===== config.mk =====
export PLATFORM = sky130hd
export DESIGN_NAME = mbd_decode
export DESIGN_NICKNAME = d
export VERILOG_FILES = /design/src/rtl/mbd_pkg.sv /design/src/rtl/mbd_decode.sv
export SDC_FILE = /design/constraint.sdc
export NUM_CORES = 1
export LEC_CHECK = 0
export ABC_AREA = 1
export BUFFER_PORTS_ARGS = -buffer_cell sky130_fd_sc_hd__buf_2
export CAP_MARGIN = 20
export CORE_MARGIN = 2
export CORE_UTILIZATION = 30
export DETAILED_ROUTE_END_ITERATION = 8
export PLACE_DENSITY = 0.71
export SLEW_MARGIN = 20
export SYNTH_ARGS = -nofsm -noshare
export SYNTH_HDL_FRONTEND = slang
export SYNTH_SLANG_ARGS = --single-unit

===== constraint.sdc =====
create_clock -name vclk -period 2.2
set_input_delay 0.22 -clock vclk [all_inputs]
set_output_delay 0.22 -clock vclk [all_outputs]
set_load 0.02 [all_outputs]

===== src/rtl/mbd_pkg.sv =====
// mbd_pkg: shared types, target codes and reset constants for the memory bank decoder
// depends on nothing; imported by every module under rtl/
package mbd_pkg;

    localparam int unsigned MBD_RAM_WORDS = 65536;
    localparam int unsigned MBD_PADDR_W   = 3;
    localparam int unsigned MBD_PDATA_W   = 32;

    // access kinds
    localparam logic CMD_READ  = 1'b0;
    localparam logic CMD_WRITE = 1'b1;

    // register indexes (paddr bit 2)
    localparam logic REG_EXROM = 1'b0;
    localparam logic REG_GAME  = 1'b1;

    // target codes
    localparam logic [3:0] TGT_RAM     = 4'd0;
    localparam logic [3:0] TGT_BASIC   = 4'd1;
    localparam logic [3:0] TGT_KERNAL  = 4'd2;
    localparam logic [3:0] TGT_CHARGEN = 4'd3;
    localparam logic [3:0] TGT_VIC     = 4'd4;
    localparam logic [3:0] TGT_SID     = 4'd5;
    localparam logic [3:0] TGT_COLOR   = 4'd6;
    localparam logic [3:0] TGT_CIA1    = 4'd7;
    localparam logic [3:0] TGT_CIA2    = 4'd8;
    localparam logic [3:0] TGT_IO1     = 4'd9;
    localparam logic [3:0] TGT_IO2     = 4'd10;
    localparam logic [3:0] TGT_ROML    = 4'd11;
    localparam logic [3:0] TGT_ROMH    = 4'd12;
    localparam logic [3:0] TGT_ULTIMAX = 4'd13;

    // processor port reset values
    localparam logic [7:0] PORT_DIR_RST     = 8'h2f;
    localparam logic [7:0] PORT_DATA_RST    = 8'h37;
    localparam logic [7:0] PORT_LATCH_RST   = 8'h27;
    localparam logic [7:0] PORT_MIRROR1_RST = 8'h37;
    localparam logic [7:0] PORT_PULLUP_MASK = 8'h17;

    typedef struct packed {
        logic        cmd;
        logic [15:0] address;
        logic [7:0]  write_data;
    } t_in_word;

    typedef struct packed {
        logic [3:0]  target;
        logic [12:0] rom_offset;
        logic [7:0]  read_data;
        logic [4:0]  bank_mode;
    } t_out_word;

    typedef struct packed {
        logic [3:0]  target;
        logic [12:0] offset;
        logic        ram_hit;
    } t_dec;

    typedef struct packed {
        logic       dir_we;
        logic       data_we;
        logic [7:0] wdata;
    } t_port_wr;

    typedef struct packed {
        logic exrom_we;
        logic game_we;
        logic value;
    } t_cfg_wr;

    typedef struct packed {
        logic [7:0] dir;
        logic [7:0] mirror1;
        logic       exrom;
        logic       game;
        logic [4:0] mode;
        logic [4:0] mode_next;
    } t_port_stat;

endpackage


===== src/rtl/mbd_decode.sv =====
// mbd_decode: page decode of one access into target and rom offset
// depends on mbd_pkg
module mbd_decode (
    input  logic [4:0]    i_mode,
    input  logic [15:0]   i_addr,
    input  logic          i_wr,
    output mbd_pkg::t_dec o_dec
);
    import mbd_pkg::*;

    logic       ultimax, exrom, game, lohi, anylohi, hiram, charen;
    logic [7:0] page;
    logic [3:0] io_tgt;
    logic [3:0] tgt;

    assign page    = i_addr[15:8];
    assign ultimax = (i_mode[4:3] == 2'b10);
    assign exrom   = i_mode[3];
    assign game    = i_mode[4];
    assign lohi    = (i_mode[1:0] == 2'b11);
    assign anylohi = (i_mode[1:0] != 2'b00);
    assign hiram   = i_mode[1];
    assign charen  = i_mode[2];

    always_comb begin
        case (page[3:0])
            4'h0, 4'h1, 4'h2, 4'h3: io_tgt = TGT_VIC;
            4'h4, 4'h5, 4'h6, 4'h7: io_tgt = TGT_SID;
            4'h8, 4'h9, 4'ha, 4'hb: io_tgt = TGT_COLOR;
            4'hc:                   io_tgt = TGT_CIA1;
            4'hd:                   io_tgt = TGT_CIA2;
            4'he:                   io_tgt = TGT_IO1;
            default:                io_tgt = TGT_IO2;
        endcase
    end

    always_comb begin
        tgt = TGT_RAM;
        case (page[7:4])
            4'h8, 4'h9: begin
                if (ultimax || (!i_wr && lohi && exrom)) tgt = TGT_ROML;
            end
            4'ha, 4'hb: begin
                if (ultimax) tgt = TGT_ULTIMAX;
                else if (!i_wr && game && exrom && hiram) tgt = TGT_ROMH;
                else if (!i_wr && !game && lohi) tgt = TGT_BASIC;
            end
            4'hd: begin
                if (ultimax || (charen && anylohi)) tgt = io_tgt;
                else if (!i_wr && anylohi) tgt = TGT_CHARGEN;
            end
            4'he, 4'hf: begin
                if (!i_wr && ultimax) tgt = TGT_ROMH;
                else if (!i_wr && hiram) tgt = TGT_KERNAL;
            end
            default: tgt = TGT_RAM;
        endcase
    end

    always_comb begin
        o_dec.target  = tgt;
        o_dec.ram_hit = (tgt == TGT_RAM);
        if (tgt == TGT_RAM) begin
            o_dec.offset = 13'd0;
        end else if (tgt == TGT_CHARGEN) begin
            o_dec.offset = {1'b0, i_addr[11:0]};
        end else begin
            o_dec.offset = i_addr[12:0];
        end
    end

endmodule


; Word-level counts from Yosys, hierarchy flattened
; Memory sizes are Yosys's and may differ from the RTL's.
; Cells that the tools add are included.
; W data, S select, Z words.
[op_classes]
eq_ne = 10
n_mux = 11
n_reduce_logical = 20
[ops]
columns = operator, n
row1 = $eq A4 B4 Y1 const B, 7
row2 = $mux W13, 2
row3 = $mux W4, 5
row4 = $pmux W4 S4, 1
row5 = $logic_and A1 B1 Y1, 11
row6 = $reduce_or A2 Y1, 3
row7 = $eq A2 B2 Y1 const B, 2
row8 = $eq A4 B2 Y1 const B, 1
row9 = $logic_not A4 Y1, 1
row10 = $mux W2, 2
row11 = $logic_not A1 Y1, 2
row12 = $logic_or A1 B1 Y1, 2
row13 = $reduce_bool A2 Y1, 1
row14 = $mux W1, 1
[totals]
regBits = 0
mem_bits_ro = 64
in_bits = 22
out_inout_bits = 18
word_cells = 42
n_memories = 1
[mem_list]
columns = name, words, width, read_ports, rd_ports_with_merged_regs, wr, line_no
row1 = (no name shown), 16, 4, 1, 0, 0, mbd_decode.sv:26  ; case (page[3:0])

; Longest topological paths before layout
[logic_depth]
depth_word = 10
ltp_mapped = 13
mapped_depth_nobuf = 12

; Worst setup path after synthesis
; OpenSTA, ideal clock, no wires.
[synth_path]
kind = input to output
start = in i_addr[8]
end = out o_dec[10] (netlist bit)
arrival_time_ns = 1.427
t_required_ns = 1.980
slack_ns = 0.553
cell_stages = 12
n_path_buf = 1
cell_sequence = inv_1 ha_1 nand2_1 nand2_1 nand2_1 nand3_1 nand2_2 nor2_2 nand2_2 inv_4 buf_12 nor2_2
[synth_lines]
columns = item, line_no
row1 = start: declaration, mbd_decode.sv:5  ; input logic [15:0] i_addr,
row2 = end: declaration, mbd_decode.sv:7  ; output mbd_pkg::t_dec o_dec

==> run metrics <==
drt initial violations=7; Mapped Avg Cell Area=4.975 sq um; Mapped Area=422.9 sq um; min-delay src=i_addr[1]; CLK BUF=0; worst hold slack=0.7540 ns; post-CTS setup buffer count=0; via count=600; DP Area=around 620 sq um; Area growth syn-to-layout=47.04%; DRC viols=0; Tcrit/Tclk final=just under 80%; DR WL met3=between 100 and 150 um; most frequent cell after synthesis=inv_1; sequential cells=0; RSZ-0062 raised after global routing=no; critical path peak fanout=13; worst setup path category=in -> out; total negative slack=0 ns; die height=around 42 um; WL met2=around 450 um; Layout Cells excl Fill=about 140; synth top area cells=nor2_2 (18%), inv_1 (15%), nand2_1 (14%), nor2_1 (12%), nand2_2 (8.9%); post-route ant nets=0; worst vdd ir=around 80 uV; required time worst endpoint=about 2.0 ns; vias in the first global route=~510; Worst path max stage delay=around 0.28 ns; global-route wire length before repair=1.945 mm; register area=0 sq um; status=complete, no violations; max_slew headroom=between 80 and 90%; slowest stage cell, crit path=ha_1; Final setup violation count=0; final hold vios=0; yosys warns=0; RePlAce Congestion=around 0.76; Post-synth top cells=inv_1 (17), nand2_1 (16), nor2_1 (13); CP Launch Type=input pin; critical path arrival=between 1.5 and 2 ns; synth unique cells=18; Peak Freq=about 580 MHz; layout cells sized above 1=~50%; WP buf/inv=4; Post-Syn Instances=between 80 and 90; DR top layer=met3; Leak=between 0.4 and 0.5 nW; core outline area=0.001301 sq mm; CTS Hold Buffers Added=0; Synth Net Count=108; die width=41.55 um; cell breakdown of the critical path=buf_2, inv_1, ha_1, nand2_1, nand2_1, nand2_1, nand3_1, nand2_2, nor2_2, nand2_2, inv_4, nor2_1, buf_2; Seq/Total Area, Yosys=0%; FP Rows=13; drt wl/cell=approximately 7.4 um; worst slew pin tran=about 0.26 ns; power per cell area=between 200 and 300 mW/mm^2; routed vias/inst=about 4.3; Final Instance Area=621.8 sq um; fin nets=149; most used cell, CP=nand2_1; post_cts resized=0; DRT Wirelength=about 1.0 mm; hpwl dp=about 950 um; CP delay by family, top=simple AND/OR/NAND/NOR gates; critical path capture point type=output pin; Post-Place Cells=139; initial core utilization=roughly 33%; Buffers on Ports=40; Worst Hold End=o_dec[2]; area share of the largest cell type after synthesis=17.75%; Pins Over Slew Limit=0; initial antenna violation count=0; I/O Pins=40; crit path time final=1.726 ns; GR Util All Layers=around an eighth; worst hold stages=4; Met1 Wirelength=between 400 and 500 um; full die area=between 0.0015 and 0.002 sq mm; Max Cap Viol=0; Hold Crit Class=in -> out; total grt overflow=0; largest net degree at the start of global routing=14; cell accounting for the most synthesized area=nor2_2; total iterations of the first detailed-routing run=3; Antenna diodes=0
[cell type report]
type	instances	area (sq um)
Fill cell	150	679.4
Inverter	20	77.57
Multi-Input combinational cell	64	325.3
Tap cell	15	18.77
Timing Repair Buffer	40	200.2
[stage by stage]
stage	power, mW	worst slack, ns	utilization [%]
global placement	0.1610	0.5151	47.79
floorplan	0.1166	0.5531	-
finish	0.1613	0.4744	47.79
global route	0.1810	0.3042	47.79
CTS	0.1638	0.4551	47.79
detailed placement	0.1630	0.4637	47.79
[worst min-delay path, stage by stage]
cell and delay [ns]:
buf_2 0.09, inv_1 0.04, nor2_1 0.03, buf_2 0.15
[placed cells by master, fill, tap and decap left out, types with 2 or more instances in the layout]
cell type   n
nor2_1     13
nand4_1     2
nand2_1    16
o21ai_0     2
nand3_1     6
nor2_2     12
inv_1      17
buf_2      40
nand2_2     6
inv_2       2
[routing by layer]
metal | up-vias | track usage, %
li1 | 332 | -
met2 | 29 | 22.81
met1 | 239 | 17.40
met3 | 0 | 1.739
met5 | - | 0
met4 | 0 | 0
[cells by family (layout without fill, tap and decap cells)]
family                     after synthesis  count (layout)  synth area share [%]
buffers and inverters                   21              60                 23.08
AOI/OAI and AO/OA                        4               4                 4.732
adders and majority gates                1               1                 2.958
and+or+nand+nor                         59              59                 69.23
[power by group]
group	internal, mW	switching [mW]	total [mW]
registers	0	0	0
clock network	0	0	0
logic	0.0567	0.105	0.161
total	0.0567	0.105	0.161
[worst max-delay path by stage]
stage / start / endpoint / slack, ns / cells past startpoint
finish: i_addr[8] / o_dec[2] / 0.47 / 13
global route: i_addr[8] / o_dec[3] / 0.30 / 12
CTS: i_addr[8] / o_dec[2] / 0.46 / 13
detailed placement: i_addr[8] / o_dec[2] / 0.46 / 13
global placement: i_addr[8] / o_dec[3] / 0.52 / 13
floorplan: i_addr[8] / o_dec[10] / 0.55 / 12
Power figures use the tool's default switching activity.
