===== src/rtl/mbd_pkg.sv =====
// mbd_pkg: shared types, target codes and reset constants for the memory bank decoder
// depends on nothing; imported by every module under rtl/
package mbd_pkg;

    localparam int unsigned MBD_RAM_WORDS = 65536;
    localparam int unsigned MBD_PADDR_W   = 3;
    localparam int unsigned MBD_PDATA_W   = 32;

    // access kinds
    localparam logic CMD_READ  = 1'b0;
    localparam logic CMD_WRITE = 1'b1;

    // register indexes (paddr bit 2)
    localparam logic REG_EXROM = 1'b0;
    localparam logic REG_GAME  = 1'b1;

    // target codes
    localparam logic [3:0] TGT_RAM     = 4'd0;
    localparam logic [3:0] TGT_BASIC   = 4'd1;
    localparam logic [3:0] TGT_KERNAL  = 4'd2;
    localparam logic [3:0] TGT_CHARGEN = 4'd3;
    localparam logic [3:0] TGT_VIC     = 4'd4;
    localparam logic [3:0] TGT_SID     = 4'd5;
    localparam logic [3:0] TGT_COLOR   = 4'd6;
    localparam logic [3:0] TGT_CIA1    = 4'd7;
    localparam logic [3:0] TGT_CIA2    = 4'd8;
    localparam logic [3:0] TGT_IO1     = 4'd9;
    localparam logic [3:0] TGT_IO2     = 4'd10;
    localparam logic [3:0] TGT_ROML    = 4'd11;
    localparam logic [3:0] TGT_ROMH    = 4'd12;
    localparam logic [3:0] TGT_ULTIMAX = 4'd13;

    // processor port reset values
    localparam logic [7:0] PORT_DIR_RST     = 8'h2f;
    localparam logic [7:0] PORT_DATA_RST    = 8'h37;
    localparam logic [7:0] PORT_LATCH_RST   = 8'h27;
    localparam logic [7:0] PORT_MIRROR1_RST = 8'h37;
    localparam logic [7:0] PORT_PULLUP_MASK = 8'h17;

    typedef struct packed {
        logic        cmd;
        logic [15:0] address;
        logic [7:0]  write_data;
    } t_in_word;

    typedef struct packed {
        logic [3:0]  target;
        logic [12:0] rom_offset;
        logic [7:0]  read_data;
        logic [4:0]  bank_mode;
    } t_out_word;

    typedef struct packed {
        logic [3:0]  target;
        logic [12:0] offset;
        logic        ram_hit;
    } t_dec;

    typedef struct packed {
        logic       dir_we;
        logic       data_we;
        logic [7:0] wdata;
    } t_port_wr;

    typedef struct packed {
        logic exrom_we;
        logic game_we;
        logic value;
    } t_cfg_wr;

    typedef struct packed {
        logic [7:0] dir;
        logic [7:0] mirror1;
        logic       exrom;
        logic       game;
        logic [4:0] mode;
        logic [4:0] mode_next;
    } t_port_stat;

endpackage


===== src/rtl/mbd_port.sv =====
// mbd_port: processor port registers, mirror byte, cartridge lines and bank mode
// depends on mbd_pkg
module mbd_port (
    input  logic                i_clk,
    input  logic                i_rst_n,
    input  mbd_pkg::t_port_wr   i_wr,
    input  mbd_pkg::t_cfg_wr    i_cfg,
    output mbd_pkg::t_port_stat o_stat
);
    import mbd_pkg::*;

    logic [7:0] r_dir, n_dir;
    logic [7:0] r_data, n_data;
    logic [7:0] r_latch, n_latch;
    logic [7:0] r_mirror1, n_mirror1;
    logic       r_exrom, n_exrom;
    logic       r_game, n_game;

    always_comb begin
        n_dir     = i_wr.dir_we  ? i_wr.wdata : r_dir;
        n_data    = i_wr.data_we ? i_wr.wdata : r_data;
        n_latch   = r_latch;
        n_mirror1 = r_mirror1;
        if (i_wr.dir_we || i_wr.data_we) begin
            n_latch   = (r_latch & ~n_dir) | (n_data & n_dir);
            n_mirror1 = (n_data | ~n_dir) & (n_latch | PORT_PULLUP_MASK);
        end
        n_exrom = i_cfg.exrom_we ? i_cfg.value : r_exrom;
        n_game  = i_cfg.game_we  ? i_cfg.value : r_game;
    end

    always_ff @(posedge i_clk) begin
        if (!i_rst_n) begin
            r_dir     <= PORT_DIR_RST;
            r_data    <= PORT_DATA_RST;
            r_latch   <= PORT_LATCH_RST;
            r_mirror1 <= PORT_MIRROR1_RST;
            r_exrom   <= 1'b0;
            r_game    <= 1'b0;
        end else begin
            r_dir     <= n_dir;
            r_data    <= n_data;
            r_latch   <= n_latch;
            r_mirror1 <= n_mirror1;
            r_exrom   <= n_exrom;
            r_game    <= n_game;
        end
    end

    assign o_stat.dir       = r_dir;
    assign o_stat.mirror1   = r_mirror1;
    assign o_stat.exrom     = r_exrom;
    assign o_stat.game      = r_game;
    assign o_stat.mode      = {r_game, r_exrom, (~r_dir[2:0] | r_data[2:0])};
    assign o_stat.mode_next = {r_game, r_exrom, (~n_dir[2:0] | n_data[2:0])};

endmodule


===== config.mk =====
export PLATFORM = sky130hd
export DESIGN_NAME = mbd_port
export DESIGN_NICKNAME = d
export VERILOG_FILES = /design/src/rtl/mbd_pkg.sv /design/src/rtl/mbd_port.sv
export SDC_FILE = /design/constraint.sdc
export NUM_CORES = 1
export LEC_CHECK = 0
export BUFFER_PORTS_ARGS = -buffer_cell sky130_fd_sc_hd__buf_2
export CORE_ASPECT_RATIO = 1.4
export CORE_MARGIN = 4
export CORE_UTILIZATION = 30
export DETAILED_ROUTE_END_ITERATION = 6
export SLEW_MARGIN = 30
export SYNTH_ARGS = -nofsm -noshare
export SYNTH_HDL_FRONTEND = slang
export SYNTH_SLANG_ARGS = --single-unit

===== constraint.sdc =====
create_clock -name i_clk -period 1.3 [get_ports i_clk]
set_clock_uncertainty 0.1 [all_clocks]
set_input_delay 0.065 -clock i_clk [delete_from_list [all_inputs] [get_ports i_clk]]
set_output_delay 0.065 -clock i_clk [all_outputs]
set_load 0.01 [all_outputs]

; ---- Word-level counts from Yosys, hierarchy flattened
; Cells that the tools add are included.
[totals]
ff_bits = 34
latch_bits = 0
ram_bits = 0
romBits = 0
input_bits = 15
out_inout_bits = 28
word_cells = 19
memories = 0
[op_classes]
n_addsub = 0
multipliers = 0
div = 0
n_lt_le_gt_ge = 0
n_eq_ne = 0
shift = 0
mux = 2
n_bitwise = 10
n_reduce_logical = 1
[op_table]
columns = op, count
row1 = bitwise AND 8 bit, 3
row2 = 2-to-1 mux 8 bit, 2
row3 = bitwise OR 8 bit, 2
row4 = NOT 8 bit, 1
row5 = NOT 3 bit, 2
row6 = bitwise OR 3 bit, 2
row7 = logical OR 1 bit, 1

; ---- Logic depth before layout (Yosys ltp)
[logic_depth]
depth_word = 5
mapped_depth = 5
mapped_depth_nobuf = 3

; ---- Least setup slack after synthesis
; No wires, ideal clock.
[synth_timing]
path_kind = input -> register
from = input i_wr[8] (netlist name)
to = register (tool-made name)
setup_time_ps = 121
arrival_ps = 841
required_ps = 1079
slack_ps = 238
stages = 4
path_buffers = 1
cell_sequence = buf_6 -> and2b_1 -> a22oi_1 -> mux2_2
[synth_rtl]
columns = element, line_no
row1 = start: declaration, mbd_port.sv:6  ; input mbd_pkg::t_port_wr i_wr,

==> impl_table.tex <==
\begin{tabular}{lr}
\hline
Metric & Value \\
\hline
\multicolumn{2}{l}{\textbf{Layout}} \\
\quad Area of combinational cells with multiple inputs & 527 um2 \\
\quad Signed area change from the synthesized netlist to the final layout & 28.6\% \\
\quad Ant. Diodes & 0 \\
\quad Fraction of final layout cells with drive strength greater than 1 & 0.331 \\
\quad Finished Cell Area & 0.00149 mm2 \\
\quad Commonest non-fill, non-tap cell in the layout & sky130\_fd\_sc\_hd\_\_buf\_2 \\
\quad Most used cells in the layout excluding fill and tap cells & 42 x sky130\_fd\_sc\_hd\_\_buf\_2, 26 x sky130\_fd\_sc\_hd\_\_dfxtp\_1, 18 x sky130\_fd\_sc\_hd\_\_mux2i\_1 \\
\quad Number of fillers in the final layout & 387 \\
\quad Area occupied by registers & 520 um2 \\
\quad Final-stage net count & 177 \\
\multicolumn{2}{l}{\textbf{Critical path}} \\
\quad Data required time of the worst path & 1.35 ns \\
\quad Depth of the most critical reg-to-reg path & 2 \\
\quad Crit Path Max Fanout & 3 \\
\quad Cell-by-cell trace of the critical path & dlygate4sd3\_1, buf\_2, a22oi\_1, mux2\_2 \\
\quad Reg2Reg Launch Point & r\_dir[6] \\
\quad CP arrival & 1.28 ns \\
\quad Slowest stage delay, CP & 0.53 ns \\
\quad Startpoint class of the critical path & primary input \\
\quad Worst setup slack for register-to-register paths & 0.24 ns \\
\quad Worst setup path startpoint & i\_wr[6] \\
\quad Capturing element type of the critical path & register \\
\quad Type of the setup path with the least slack & primary input to register \\
\quad Standard cell with the maximum stage delay on the critical path & sky130\_fd\_sc\_hd\_\_dlygate4sd3\_1 \\
\multicolumn{2}{l}{\textbf{Global routing}} \\
\quad Number of antenna violations at the first check in global routing & 0 \\
\quad Remaining global-route overflow & 0 \\
\quad Total routing resource utilization after global routing & 0.111 \\
\quad First-pass GRT wire length & 4170 um \\
\quad Via count of the first global-routing pass & 962 \\
\quad Pin count of the biggest net entering global routing & 27 \\
\multicolumn{2}{l}{\textbf{STA}} \\
\quad RSZ-0062 raised after global routing & no \\
\quad Number of hold violations in the final report & 0 \\
\quad Max-slew violation total from the final report & 0 \\
\quad Post-route setup TNS & 0 ns \\
\quad Tightest Pin Transition & 0.412 ns \\
\quad Achievable Freq & 815 MHz \\
\quad Final hold slack & 0.0236 ns \\
\quad Headroom to the max-slew limit & 0.726 \\
\quad Total setup violations reported at the end of the flow & 0 \\
\quad Post-layout minimum cycle time & 1.23 ns \\
\quad Final Cycle Share & 0.944 \\
\multicolumn{2}{l}{\textbf{CTS}} \\
\quad Number of buffers created by CTS & 3 \\
\quad Number of sinks driven by the clock tree & 26 \\
\quad Clock input transition at the sequential cells of the worst setup and hold paths & 0.08 ns \\
\quad Root Buffer & sky130\_fd\_sc\_hd\_\_clkbuf\_8 \\
\quad Count of H-tree levels built during CTS & 1 \\
\quad CTS tree & yes \\
\quad Clock Latency Late Sink & 0.26 ns \\
\quad Maximum buffer depth of the clock tree & 2 \\
\quad Post-CTS setup-driven buffer insertion count & 0 \\
\multicolumn{2}{l}{\textbf{Logic synthesis}} \\
\quad Sequential element share of the synthesized area & 0.450 \\
\quad Syn Inst Count & 115 \\
\quad Syn\_area\_per\_cell & 10.1 um2 \\
\quad Number of warnings reported in the yosys synthesis log & 0 \\
\quad Net count after synthesis & 130 \\
\quad Post-Synthesis Cell Area & 0.00116 mm2 \\
\quad Seq cells post-synth & 26 \\
\quad Number of different library cells in the post-synthesis netlist & 23 \\
\multicolumn{2}{l}{\textbf{Die}} \\
\quad Effective utilization at floorplan & 0.315 \\
\quad Die area & 0.00493 mm2 \\
\quad Row count & 26 \\
\quad Y dimension of the die & 81.5 um \\
\quad Horizontal die dimension & 60.5 um \\
\quad Core Box Area & 0.00368 mm2 \\
\quad Ports & 43 \\
\multicolumn{2}{l}{\textbf{Power}} \\
\quad Leakage power & 0.716 nW \\
\quad PnR Total Power & 0.00160 W \\
\quad PwrDens & 1080 mW/mm2 \\
\quad Worst VDD drop & 0.000653 V \\
\multicolumn{2}{l}{\textbf{Worst hold path}} \\
\quad Worst hold start & i\_wr[7] \\
\quad Path category of the worst min-delay check & primary input to register \\
\multicolumn{2}{l}{\textbf{Route}} \\
\quad Via count & 955 \\
\quad DRC violations left & 0 \\
\quad ANT nets after route & 0 \\
\quad Count of routing violations after the opening detailed-route iteration & 38 \\
\quad Average wire per cell in the routed design & 12.3 um \\
\quad Total Routed Length & 2490 um \\
\quad Detailed Routing Iterations Pass 1 & 4 \\
\quad Detail-routed via count per cell & 4.73 \\
\multicolumn{2}{l}{\textbf{Place}} \\
\quad Count of input and output buffers & 42 \\
\quad HPWL after detailed placement & 1840 um \\
\quad Placer Congestion & 0.688 \\
\quad Standard cell area after detailed placement & 0.00134 mm2 \\
\multicolumn{2}{l}{\textbf{Outcome}} \\
\quad Outcome & complete, no violations \\
\multicolumn{2}{l}{\textbf{Flow run}} \\
\quad Reported max-cap violation count & 0 \\
\hline
\end{tabular}
logic make-up after synthesis:
group	share of synthesized area
AO/OA/AOI/OAI	0.0897
buffers and inverters	0.0995
flip-flops	0.450
multiplexers	0.195
AND/OR/NAND/NOR	0.166
where the power goes:
part | internal, W | leakage (nW) | switching, W | total (W)
sequential | 0.000846 | 0.215 | 0.0000277 | 0.000874
clock | 0.000207 | 0.0216 | 0.000226 | 0.000433
combinational | 0.000149 | 0.479 | 0.000144 | 0.000294
total | 0.00120 | 0.716 | 0.000398 | 0.00160
worst min-delay path by stage:
stage,end,cells past startpoint
2_1_floorplan,r_data[2],2
3_3_place_gp,r_data[4],3
3_5_place_dp,r_dir[3],3
4_1_cts,r_dir[7],3
5_1_grt,r_dir[7],3
6_report,r_dir[7],3
routing by layer:
layer	global-route usage	part of all wire	up-vias
li1	-	-	473
met1	0.126	0.42	448
met2	0.198	0.50	32
met3	0.0236	0.076	2
met4	0.0456	0.0064	0
met5	0	0	-
through the flow:
stage	std cells	utilization	worst slack, ns
3_3_place_gp	189	0.365	0.134
4_1_cts	202	0.404	0.0620
2_1_floorplan	115	-	0.238
6_report	202	0.405	0.0727
3_5_place_dp	189	0.365	0.106
5_1_grt	202	0.405	0.0116
synthesized netlist by cell type (all sizes together):
| cell type | count | share of area |
|---|---|---|
| and2b | 1 | 0.0065 |
| dfxtp | 26 | 0.45 |
| mux2i | 18 | 0.16 |
| mux2 | 4 | 0.039 |
| a22oi | 4 | 0.026 |
| or2 | 1 | 0.0054 |
| a21o | 3 | 0.019 |
| nor3b | 1 | 0.0065 |
| o211ai | 3 | 0.019 |
| nand2 | 10 | 0.032 |
| nand3 | 3 | 0.013 |
| nand2b | 8 | 0.043 |
| clkbuf | 1 | 0.0032 |
| inv | 4 | 0.013 |
| a21oi | 1 | 0.0043 |
| and2 | 3 | 0.016 |
| nor2b | 8 | 0.043 |
| o221ai | 1 | 0.0076 |
| buf | 12 | 0.083 |
| o21ai | 3 | 0.013 |
cell type report:
cell class,count,share of cell area
multi-input cells,72,0.354
inverters,4,0.0101
repair buffers,55,0.224
flip-flops and latches,26,0.350
well taps,42,0.0353
clock buffers,3,0.0277
critical path: cells and delay by family:
family / cells / cell delay, ns
muxes: 1 / 0.35
AOI/OAI and AO/OA: 1 / 0.19
buffers and inverters: 2 / 0.67
repair_timing:
item / CTS / global route
endpoints found under the setup margin: 0 / 1
gates resized for setup: 0 / 1
endpoints found under the hold margin: 14 / 0
hold buffers: 10 / 0
No activity file was read; power rests on OpenSTA's default activity.
